[config.mk]
export PLATFORM = sky130hd
export DESIGN_NAME = sorted_char_table_with_vowel_pass_unit
export DESIGN_NICKNAME = d
export VERILOG_FILES = /design/src/rtl/scvp_pkg.sv /design/src/rtl/scvp_step_unit.sv /design/src/rtl/scvp_out_reg.sv /design/src/rtl/sorted_char_table_with_vowel_pass_unit.sv
export SDC_FILE = /design/constraint.sdc
export NUM_CORES = 1
export LEC_CHECK = 0
export BUFFER_PORTS_ARGS = -buffer_cell sky130_fd_sc_hd__buf_4
export CAP_MARGIN = 0
export CORE_MARGIN = 8
export CORE_UTILIZATION = 60
export CTS_CLUSTER_SIZE = 20
export DETAILED_ROUTE_END_ITERATION = 16
export PLACE_DENSITY = 0.77
export SETUP_SLACK_MARGIN = 0.2
export SYNTH_ARGS = -nofsm -noshare
export SYNTH_HDL_FRONTEND = slang
export SYNTH_SLANG_ARGS = --single-unit
[constraint.sdc]
create_clock -name clk -period 6.3 [get_ports clk]
set_input_delay 0 -clock clk [delete_from_list [all_inputs] [get_ports clk]]
set_output_delay 0 -clock clk [all_outputs]
set_load 0.03 [all_outputs]
[src/rtl/scvp_pkg.sv]
// ----------------------------------------------------------------------------
// scvp_pkg
// Types, codes and helper functions shared by the sorted character table.
// ----------------------------------------------------------------------------
package scvp_pkg;

    localparam int DEPTH_DEFAULT = 32;

    typedef logic signed [7:0] char_t;

    typedef enum logic [1:0] {
        CMD_INSERT = 2'd0,
        CMD_SWAP   = 2'd1,
        CMD_DUMP   = 2'd2,
        CMD_CLEAR  = 2'd3
    } cmd_t;

    typedef enum logic [1:0] {
        STATUS_OK    = 2'd0,
        STATUS_FULL  = 2'd1,
        STATUS_EMPTY = 2'd2
    } status_t;

    typedef enum logic [1:0] {
        ST_IDLE,
        ST_WALK,
        ST_RESP
    } state_t;

    typedef struct packed {
        cmd_t  command;
        char_t char_in;
    } req_t;

    typedef struct packed {
        char_t   char_out;
        logic    last;
        status_t status;
    } rsp_t;

    typedef struct packed {
        logic  wr_en;
        logic  wr_prev;
        char_t wr_data;
        char_t hold_next;
        logic  found_next;
    } step_ctl_t;

    localparam char_t CHAR_A = 8'sh61;
    localparam char_t CHAR_E = 8'sh65;
    localparam char_t CHAR_I = 8'sh69;
    localparam char_t CHAR_O = 8'sh6F;
    localparam char_t CHAR_U = 8'sh75;

    function automatic logic is_vowel(input char_t c);
        return (c == CHAR_A) || (c == CHAR_E) || (c == CHAR_I) ||
               (c == CHAR_O) || (c == CHAR_U);
    endfunction

endpackage

[src/rtl/scvp_step_unit.sv]
// ----------------------------------------------------------------------------
// scvp_step_unit
// Shared compare unit for one step of a table walk: decides the write and the
// held value for an insert or a vowel swap pass.
// ----------------------------------------------------------------------------
module scvp_step_unit
(
    input  scvp_pkg::cmd_t      command,
    input  logic                first,
    input  logic                at_end,
    input  logic                found,
    input  scvp_pkg::char_t     entry,
    input  scvp_pkg::char_t     hold,
    input  scvp_pkg::char_t     char_new,
    output scvp_pkg::step_ctl_t ctl
);

    logic entry_lt;
    logic entry_eq;
    logic place_here;
    logic do_swap;

    assign entry_lt   = entry < char_new;
    assign entry_eq   = entry == char_new;
    assign place_here = first ? (!entry_lt && !entry_eq) : !entry_lt;
    assign do_swap    = scvp_pkg::is_vowel(hold) && !scvp_pkg::is_vowel(entry);

    always_comb
    begin
        ctl            = '0;
        ctl.hold_next  = hold;
        ctl.found_next = found;
        case (command)
            scvp_pkg::CMD_INSERT:
            begin
                if (at_end)
                begin
                    ctl.wr_en   = 1'b1;
                    ctl.wr_data = found ? hold : char_new;
                end
                else if (found)
                begin
                    ctl.wr_en     = 1'b1;
                    ctl.wr_data   = hold;
                    ctl.hold_next = entry;
                end
                else if (place_here)
                begin
                    ctl.wr_en      = 1'b1;
                    ctl.wr_data    = char_new;
                    ctl.hold_next  = entry;
                    ctl.found_next = 1'b1;
                end
            end
            scvp_pkg::CMD_SWAP:
            begin
                if (at_end)
                begin
                    ctl.wr_en   = 1'b1;
                    ctl.wr_prev = 1'b1;
                    ctl.wr_data = hold;
                end
                else if (first)
                begin
                    ctl.hold_next = entry;
                end
                else if (do_swap)
                begin
                    ctl.wr_en   = 1'b1;
                    ctl.wr_prev = 1'b1;
                    ctl.wr_data = entry;
                end
                else
                begin
                    ctl.wr_en     = 1'b1;
                    ctl.wr_prev   = 1'b1;
                    ctl.wr_data   = hold;
                    ctl.hold_next = entry;
                end
            end
            default:
            begin
                ctl.wr_en = 1'b0;
            end
        endcase
    end

endmodule

[src/rtl/scvp_out_reg.sv]
// ----------------------------------------------------------------------------
// scvp_out_reg
// Output register for the response channel with valid and ready.
// ----------------------------------------------------------------------------
module scvp_out_reg
(
    input  logic           clk,
    input  logic           rst_n,
    input  logic           load,
    input  scvp_pkg::rsp_t load_data,
    output logic           free,
    output logic           valid,
    input  logic           ready,
    output scvp_pkg::rsp_t data
);

    logic           valid_reg;
    logic           valid_next;
    scvp_pkg::rsp_t data_reg;

    assign free       = !valid_reg || ready;
    assign valid_next = load ? 1'b1 : (ready ? 1'b0 : valid_reg);

    always_ff @(posedge clk or negedge rst_n)
    begin
        if (!rst_n)
        begin
            valid_reg <= 1'b0;
        end
        else
        begin
            valid_reg <= valid_next;
        end
    end

    always_ff @(posedge clk)
    begin
        if (load)
        begin
            data_reg <= load_data;
        end
    end

    assign valid = valid_reg;
    assign data  = data_reg;

endmodule

[src/rtl/sorted_char_table_with_vowel_pass_unit.sv]
// ----------------------------------------------------------------------------
// sorted_char_table_with_vowel_pass_unit
// Bounded table of signed characters with insert, vowel swap pass, dump and
// clear commands, walked one entry per cycle by a sequencer; a dump can stall.
//
//   Channel   Direction  Handshake              Payload
//   req       in         req_valid/req_ready    scvp_pkg::req_t
//   rsp       out        rsp_valid/rsp_ready    scvp_pkg::rsp_t
//
// An insert or swap pass walks every entry before its response; the table
// memory is read and written once per cycle.
// A dump emits one response per cycle while rsp_ready stays high.
// Full-table insert, clear, empty dump and short swap passes skip the walk.
// Reset empties the table at once; memory contents need no clearing.
// The block accepts no request while one is in work.
// ----------------------------------------------------------------------------
module sorted_char_table_with_vowel_pass_unit
#(
    parameter int DEPTH = scvp_pkg::DEPTH_DEFAULT
)
(
    input  logic           clk,
    input  logic           rst_n,
    input  logic           req_valid,
    output logic           req_ready,
    input  scvp_pkg::req_t req,
    output logic           rsp_valid,
    input  logic           rsp_ready,
    output scvp_pkg::rsp_t rsp
);

    localparam int CNT_W  = $clog2(DEPTH + 1);
    localparam int ADDR_W = $clog2(DEPTH);

    scvp_pkg::state_t    state_reg, state_next;
    scvp_pkg::cmd_t      cmd_reg, cmd_next;
    scvp_pkg::char_t     char_reg, char_next;
    scvp_pkg::status_t   status_reg, status_next;
    scvp_pkg::char_t     hold_reg, hold_next;
    logic                found_reg, found_next;
    logic [CNT_W-1:0]    count_reg, count_next;
    logic [CNT_W-1:0]    idx_reg, idx_next;

    scvp_pkg::char_t     mem [DEPTH];
    scvp_pkg::char_t     rd_data_reg;
    logic [CNT_W-1:0]    rd_pos;
    logic [ADDR_W-1:0]   rd_idx;
    logic [CNT_W-1:0]    wr_pos;
    logic [ADDR_W-1:0]   wr_idx;
    logic                mem_we;

    scvp_pkg::step_ctl_t step;
    logic                at_end;
    logic                slot_free;
    logic                rsp_load;
    scvp_pkg::rsp_t      rsp_data;

    assign at_end = idx_reg == count_reg;

    scvp_step_unit u_step
    (
        .command  (cmd_reg),
        .first    (idx_reg == '0),
        .at_end   (at_end),
        .found    (found_reg),
        .entry    (rd_data_reg),
        .hold     (hold_reg),
        .char_new (char_reg),
        .ctl      (step)
    );

    scvp_out_reg u_out
    (
        .clk       (clk),
        .rst_n     (rst_n),
        .load      (rsp_load),
        .load_data (rsp_data),
        .free      (slot_free),
        .valid     (rsp_valid),
        .ready     (rsp_ready),
        .data      (rsp)
    );

    assign wr_pos = step.wr_prev ? (idx_reg - CNT_W'(1)) : idx_reg;
    assign wr_idx = wr_pos[ADDR_W-1:0];
    assign rd_idx = (rd_pos < CNT_W'(DEPTH)) ? rd_pos[ADDR_W-1:0] : '0;

    always_ff @(posedge clk)
    begin
        if (mem_we)
        begin
            mem[wr_idx] <= step.wr_data;
        end
        rd_data_reg <= mem[rd_idx];
    end

    always_ff @(posedge clk or negedge rst_n)
    begin
        if (!rst_n)
        begin
            state_reg <= scvp_pkg::ST_IDLE;
            count_reg <= '0;
        end
        else
        begin
            state_reg <= state_next;
            count_reg <= count_next;
        end
    end

    always_ff @(posedge clk)
    begin
        cmd_reg    <= cmd_next;
        char_reg   <= char_next;
        status_reg <= status_next;
        hold_reg   <= hold_next;
        found_reg  <= found_next;
        idx_reg    <= idx_next;
    end

    always_comb
    begin
        state_next  = state_reg;
        cmd_next    = cmd_reg;
        char_next   = char_reg;
        status_next = status_reg;
        hold_next   = hold_reg;
        found_next  = found_reg;
        count_next  = count_reg;
        idx_next    = idx_reg;
        rd_pos      = '0;
        mem_we      = 1'b0;
        req_ready   = 1'b0;
        rsp_load    = 1'b0;
        rsp_data    = '0;
        unique case (state_reg)
            scvp_pkg::ST_IDLE:
            begin
                req_ready = 1'b1;
                if (req_valid)
                begin
                    cmd_next    = req.command;
                    char_next   = req.char_in;
                    idx_next    = '0;
                    found_next  = 1'b0;
                    status_next = scvp_pkg::STATUS_OK;
                    unique case (req.command)
                        scvp_pkg::CMD_INSERT:
                        begin
                            if (count_reg == CNT_W'(DEPTH))
                            begin
                                status_next = scvp_pkg::STATUS_FULL;
                                state_next  = scvp_pkg::ST_RESP;
                            end
                            else
                            begin
                                state_next = scvp_pkg::ST_WALK;
                            end
                        end
                        scvp_pkg::CMD_SWAP:
                        begin
                            state_next = (count_reg < CNT_W'(2)) ? scvp_pkg::ST_RESP
                                                                  : scvp_pkg::ST_WALK;
                        end
                        scvp_pkg::CMD_DUMP:
                        begin
                            if (count_reg == '0)
                            begin
                                status_next = scvp_pkg::STATUS_EMPTY;
                                state_next  = scvp_pkg::ST_RESP;
                            end
                            else
                            begin
                                state_next = scvp_pkg::ST_WALK;
                            end
                        end
                        scvp_pkg::CMD_CLEAR:
                        begin
                            count_next = '0;
                            state_next = scvp_pkg::ST_RESP;
                        end
                    endcase
                end
            end
            scvp_pkg::ST_WALK:
            begin
                if (cmd_reg == scvp_pkg::CMD_DUMP)
                begin
                    rd_pos = idx_reg;
                    if (slot_free)
                    begin
                        rsp_load          = 1'b1;
                        rsp_data.char_out = rd_data_reg;
                        rsp_data.last     = (idx_reg + CNT_W'(1)) == count_reg;
                        rsp_data.status   = scvp_pkg::STATUS_OK;
                        idx_next          = idx_reg + CNT_W'(1);
                        rd_pos            = idx_next;
                        if (rsp_data.last)
                        begin
                            state_next = scvp_pkg::ST_IDLE;
                        end
                    end
                end
                else
                begin
                    mem_we     = step.wr_en;
                    hold_next  = step.hold_next;
                    found_next = step.found_next;
                    idx_next   = idx_reg + CNT_W'(1);
                    rd_pos     = idx_next;
                    if (at_end)
                    begin
                        state_next = scvp_pkg::ST_RESP;
                        if (cmd_reg == scvp_pkg::CMD_INSERT)
                        begin
                            count_next = count_reg + CNT_W'(1);
                        end
                    end
                end
            end
            scvp_pkg::ST_RESP:
            begin
                if (slot_free)
                begin
                    rsp_load        = 1'b1;
                    rsp_data.last   = 1'b1;
                    rsp_data.status = status_reg;
                    state_next      = scvp_pkg::ST_IDLE;
                end
            end
            default:
            begin
                state_next = scvp_pkg::ST_IDLE;
            end
        endcase
    end

endmodule

=== Yosys cells after proc, flatten, opt, wreduce, memory -nomap -nowiden ===
Memory sizes are Yosys's and may differ from the RTL's. A register that Yosys moved wholly into a read port is not among the register bits.
Index checks and enable logic that the tools add are counted.

* Word-level logic and storage cells: 149
* Memory bits (writable): 256
* Register bits after elaboration: 47
* Memories: 1
* Output and inout port bits: 13

{| class="wikitable"
|+ Memories
! memory !! words !! bits a word !! rd ports !! clocked after Yosys merged registers in !! write ports !! RTL line !! source
|-
| mem || 32 || 8 || 1 || 1 || 1 || sorted_char_table_with_vowel_pass_unit.sv:44 || <nowiki>scvp_pkg::char_t mem [DEPTH];</nowiki>
|}

* Multiplexer cells: 64
* Reduce and logical (&&, ||, !) cells: 30
* Equality and inequality tests: 35
* $add $sub $neg: 3
* Magnitude comparators: 3
* Bitwise logic cells: 1

{| class="wikitable"
|+ Operators with widths
! cell !! count
|-
| 8-bit == test, second input constant || 10
|-
| 6-bit two-way mux || 9
|-
| 8-bit two-way mux || 6
|-
| 16-bit one-hot mux with 2 select lines || 1
|-
| 6-bit one-hot mux with 2 select lines || 2
|-
| 10-bit two-way mux || 2
|-
| 2-bit two-way mux || 10
|-
| 1-bit two-way mux || 19
|-
| 17-bit two-way mux || 1
|-
| 16-bit two-way mux || 1
|-
| 2-bit != test, second input constant || 8
|-
| 6-bit by 1-bit adder with 6-bit output, second input constant || 2
|-
| 6-bit == test || 2
|-
| 6-bit logical NOT || 2
|-
| 5-bit two-way mux || 2
|-
| 5-bit AND reduction || 2
|-
| 1-bit logical OR || 9
|-
| 3-bit two-way mux || 3
|-
| 9-bit two-way mux || 1
|-
| 3-bit != test, second input constant || 3
|-
| 2-bit == test, second input constant || 4
|-
| 8-bit == test || 1
|-
| 8-bit < comparator || 1
|-
| 2-bit one-hot mux with 4 select lines || 1
|-
| other kinds (20) || 34
|}

=== Depth between registers and ports, before layout ===
* Depth after elaboration: 15
* Depth in mapped cells: 13
* Depth with buffers taken out: 9

=== Modules after synthesis ===
Synthesis repeated with hierarchy kept, for this count alone.

* Cells, all modules: 1044
* Area, all modules: 13913.3 um2

{| class="wikitable"
|+ By module, submodules not included
! module !! seq. area each (um2) !! area each (um2) !! cells an instance !! times used
|-
| sorted_char_table_with_vowel_pass_unit || 8858.5 || 12685.9 || 909 || 1
|-
| scvp_step_unit || 0.0 || 849.6 || 121 || 1
|-
| scvp_out_reg || 355.3 || 377.9 || 14 || 1
|}

=== Least setup slack after synthesis ===
OpenSTA, ideal clock, no wires.

* Path type: register to register
* Start point: reg idx_reg[0]
* End point: mem mem[30][0] in the netlist's numbering, enable pin
* Path buffers: 3
* Stages on the path, launching flop included: 13
* Required time: 5.917 ns
* Setup slack: 2.874 ns
* Arrival time: 3.043 ns
* Cells stage by stage: edfxtp_1 -> clkbuf_1 -> inv_1 -> ha_1 -> nand2b_1 -> o41a_1 -> o21a_1 -> a311oi_1 -> a211o_2 -> o21ba_1 -> buf_2 -> buf_4 -> nor3_1

* Longest elaborated chain between the ends: 10
* Elaborated cells on any way between the ends: 16

{| class="wikitable"
|+ RTL lines
! what !! RTL line !! source
|-
| from (decl) || sorted_char_table_with_vowel_pass_unit.sv:42 || <nowiki>logic [CNT_W-1:0] idx_reg, idx_next;</nowiki>
|-
| from (signal assigned) || sorted_char_table_with_vowel_pass_unit.sv:118 || <nowiki>idx_reg <= idx_next;</nowiki>
|-
| 6-bit logical NOT || sorted_char_table_with_vowel_pass_unit.sv:63 || <nowiki>.first (idx_reg == '0),</nowiki>
|-
| 1-bit two-way mux || scvp_step_unit.sv:25 || <nowiki>assign place_here = first ? (!entry_lt && !entry_eq) : !entry_lt;</nowiki>
|-
| 1-bit two-way mux || scvp_step_unit.sv:47 || <nowiki>else if (place_here)</nowiki>
|-
| 1-bit two-way mux || scvp_step_unit.sv:41 || <nowiki>else if (found)</nowiki>
|-
| 1-bit two-way mux || scvp_step_unit.sv:36 || <nowiki>if (at_end)</nowiki>
|-
| 1-bit one-hot mux with 2 select lines || scvp_step_unit.sv:33 || <nowiki>case (command)</nowiki>
|-
| 1-bit two-way mux || sorted_char_table_with_vowel_pass_unit.sv:187 || <nowiki>if (cmd_reg == scvp_pkg::CMD_DUMP)</nowiki>
|-
| 1-bit two-way mux || sorted_char_table_with_vowel_pass_unit.sv:136 || <nowiki>unique case (state_reg)</nowiki>
|-
| 1-bit two-way mux || sorted_char_table_with_vowel_pass_unit.sv:90 || <nowiki>if (mem_we)</nowiki>
|-
| 1-bit two-way mux (not written as such) || sorted_char_table_with_vowel_pass_unit.sv:92 || <nowiki>mem[wr_idx] <= step.wr_data;</nowiki>
|-
| to (decl) || sorted_char_table_with_vowel_pass_unit.sv:44 ||
|}

Parallel ways exist; a longest one is shown, timed or not.

=== Worst setup path in the final report ===
* Start point: reg idx_reg[0]
* End point: mem mem[13][5] in the netlist's numbering, enable pin

The elaborated chain is that of the path after synthesis.

==> results.cfg <==
[clock_network]
cts_made_buffers = 31
path_clk_slew_ns = 0.06
h-tree-depth = 1
cts-root-buf = clkbuf_16
cts_tree = yes
clock_latency_ns = 0.55
postCtsSetupRepairBufs = 0
clock-sinks = 311
clk_path_buf_depth = 3

[cells_and_area]
final_net_count = 1007
area_growth_pct = 11.3
antenna_cells = 0
largest_register_ffs = 256
final_util_pct = 67.1
fill_cells = 1506
drive_above_1_share_pct = 13.6

[yosys]
netlist_area_mm2 = 0.0135
synthXorXnorAreaFrac_pct = 0.910
async_flop_share_pct = 2.89
synthAdderAreaFrac_pct = 1.39
synthCells = 943
synth_cell_types = 81
synth_warnings = 0
synth_ff_type = edfxtp_1
synth-seq-cells = 311
yosys.area_share.simple_pct = 9.06
avgSynthCellArea_um2 = 14.3
ys_seq_area_share_pct = 68.4
synth-compound-area-share_pct = 14.7
synth_top_family_by_area = compound AO/OA/AOI/OAI gates
synth_edf_count = 294
synth_mux_area_share_pct = 2.68
synth_nets = 972

[drt]
routed_via_density = 6.71
wl_um = 32200
drt_iter0_markers = 950
wirelength_met1_um = 13100
highest_layer = met5
vias = 8633
firstDrtPassIters = 6
ant_nets = 0
dr_wl_met3_um = 2720
drc = 0
routed-wl-met2_um = 15400
routedWlPerCell_um = 25.1

[setup_path]
required_ns = 6.46
path_class = register to register
cp_data_arrival_time_ns = 4.54
crit_path_start_kind = register
cp-end-kind = register
worstPathMaxFanout = 16

[pwr]
p_leak_nw = 5.01
power.total_mw = 5.56
irDropWorstVdd_v = 0.000256
power_density_mw_per_mm2 = 370

[timing]
hold_viol = 0
setup_total_negative_slack_ns = 0
rsz0062_at_grt = false
finalCriticalPeriod_ns = 4.38
clock_skew_ns = 0.0138
fin_crit_sh_pct = 69.5
slew_headroom_pct = 11.5
worst_slew_pin_slew_ns = 1.32
fin_ws_ns = 1.92
finalSetupViolCount = 0
finalMaxSlewViolations = 0
max_clock_freq_ghz = 0.228

[floorplanning]
core_area_mm2 = 0.0224
initial_core_util_pct = 60.3
die_h_um = 166
io_pins = 27
rows = 55
fp.dieW_um = 166
die_area_mm2 = 0.0275

[min_path]
hp-class = primary input to register

[grt]
grt_max_degree = 50
grt_antenna_before_repair = 1
grt_pass1_vias = 8200
grt_first_pass_wirelength_um = 49000
gr-total-overflow = 0
grt_usage_pct = 22.7

[place]
globalplace.congestion = 0.863
dpl.hpwl_um = 19700
portBuffers = 26
pre_cts_ws_ns = 2.02

[flow_run]
cap_violations = 0

[run_status]
status = completed
-- through the flow --
stage          std cells  instance area, µm²  hold WS (ns)
3_5_place_dp        1215               13900        -0.162
2_1_floorplan        943               13500        -0.296
6_report            1286               15000         0.187
3_3_place_gp        1215               13900        -0.166
4_1_cts             1285               15000         0.175
5_1_grt             1286               15000         0.183
-- cell type report --
| type | instances | area [µm²] | area share (%) |
|---|---|---|---|
| tap | 285 | 357 | 2.38 |
| timing repair buffer | 61 | 493 | 3.29 |
| inverter | 24 | 90.1 | 0.600 |
| clock inverter | 16 | 85.1 | 0.567 |
| sequential | 311 | 9210 | 61.4 |
| multi-input combinational | 549 | 3900 | 26.0 |
| clock buffer | 40 | 861 | 5.74 |
-- repair_timing --
action / in CTS / in global routing
endpoints found under the hold margin: 25 / 0
hold buffers: 14 / 0
gates resized for setup: 0 / 0
-- layer usage --
layer  track usage (%)  vias up
met3              4.94       79
met5                 0        -
met1              30.5     4319
met2              36.4      398
met4              7.47        2
li1                  -     3835
-- logic make-up (layout without fill, tap and decap cells) --
group,Yosys count,count (layout)
DFF,311,311
AOI/OAI and AO/OA,275,275
and+or+nand+nor,213,213
buffers and inverters,83,141
muxes,32,32
adders and majority gates,15,15
xor gates and xnor gates,14,14
-- Yosys cell counts (9+ instances only) --
cell type	n	area, µm²
a21boi_0	9	67.6
a21o_1	38	285
a21oi_1	66	330
and2_1	19	119
buf_2	15	75.1
clkbuf_1	32	120
dfrtp_1	9	225
edfxtp_1	294	8830
ha_1	15	188
inv_1	23	86.3
mux2_2	19	214
mux2i_1	11	110
nand2_1	44	165
nand2b_1	15	93.8
nand3_1	10	50.1
nand4_1	11	68.8
nor2_1	35	131
nor3_1	21	105
o2111ai_1	17	149
o21ai_0	11	55.1
o221ai_1	47	412
o22ai_1	37	231
-- critical path, cell delays in order, from the launching register on --
cell and delay [ns]:
edfxtp_1 0.64, inv_1 0.19, ha_1 0.29, nand2b_1 0.23, nor2_1 0.10, o21ai_1 0.32, nand2_1 0.49, a21oi_1 0.23
o21ba_1 0.39, nor3_1 1.10
-- layout by cell type, fill, tap and decap left out, drive strengths merged, types with 9 or more instances in the layout --
| cell | synthesis | layout |
|---|---|---|
| edfxtp | 294 | 294 |
| nor2 | 35 | 35 |
| nand3 | 10 | 10 |
| o21ai | 13 | 13 |
| clkinv | 1 | 14 |
| dlygate4sd3 | 0 | 14 |
| dfrtp | 9 | 9 |
| nand4 | 11 | 11 |
| and2 | 21 | 21 |
| ha | 15 | 15 |
| a21boi | 9 | 9 |
| o221ai | 49 | 49 |
| o2111ai | 17 | 17 |
| nand2 | 44 | 44 |
| a21o | 38 | 38 |
| buf | 27 | 46 |
| clkbuf | 32 | 41 |
| nor3 | 22 | 22 |
| mux2i | 12 | 12 |
| mux2 | 20 | 20 |
| o22ai | 37 | 37 |
| nand2b | 16 | 16 |
| a21oi | 67 | 67 |
| inv | 23 | 25 |
-- final timing paths --
check,from,to,slack (ns),depth (start not counted)
min in group asynchronous,rst_n,count_reg[2],0.52,3
max in group asynchronous,rst_n,state_reg[0],5.42,3
worst min-delay path,req[6],char_reg[6],0.19,2
worst max register to register,idx_reg[0],mem[13][5],1.92,9
worst max-delay path,idx_reg[0],mem[13][5],1.92,9
worst min register to register,state_reg[1],state_reg[1],0.54,1
-- power breakdown --
group,switching (mW),internal [mW]
clock,0.755,0.961
combinational,0.830,0.349
sequential,0.133,2.53
total,1.72,3.84
No activity file was read; power rests on OpenSTA's default activity.
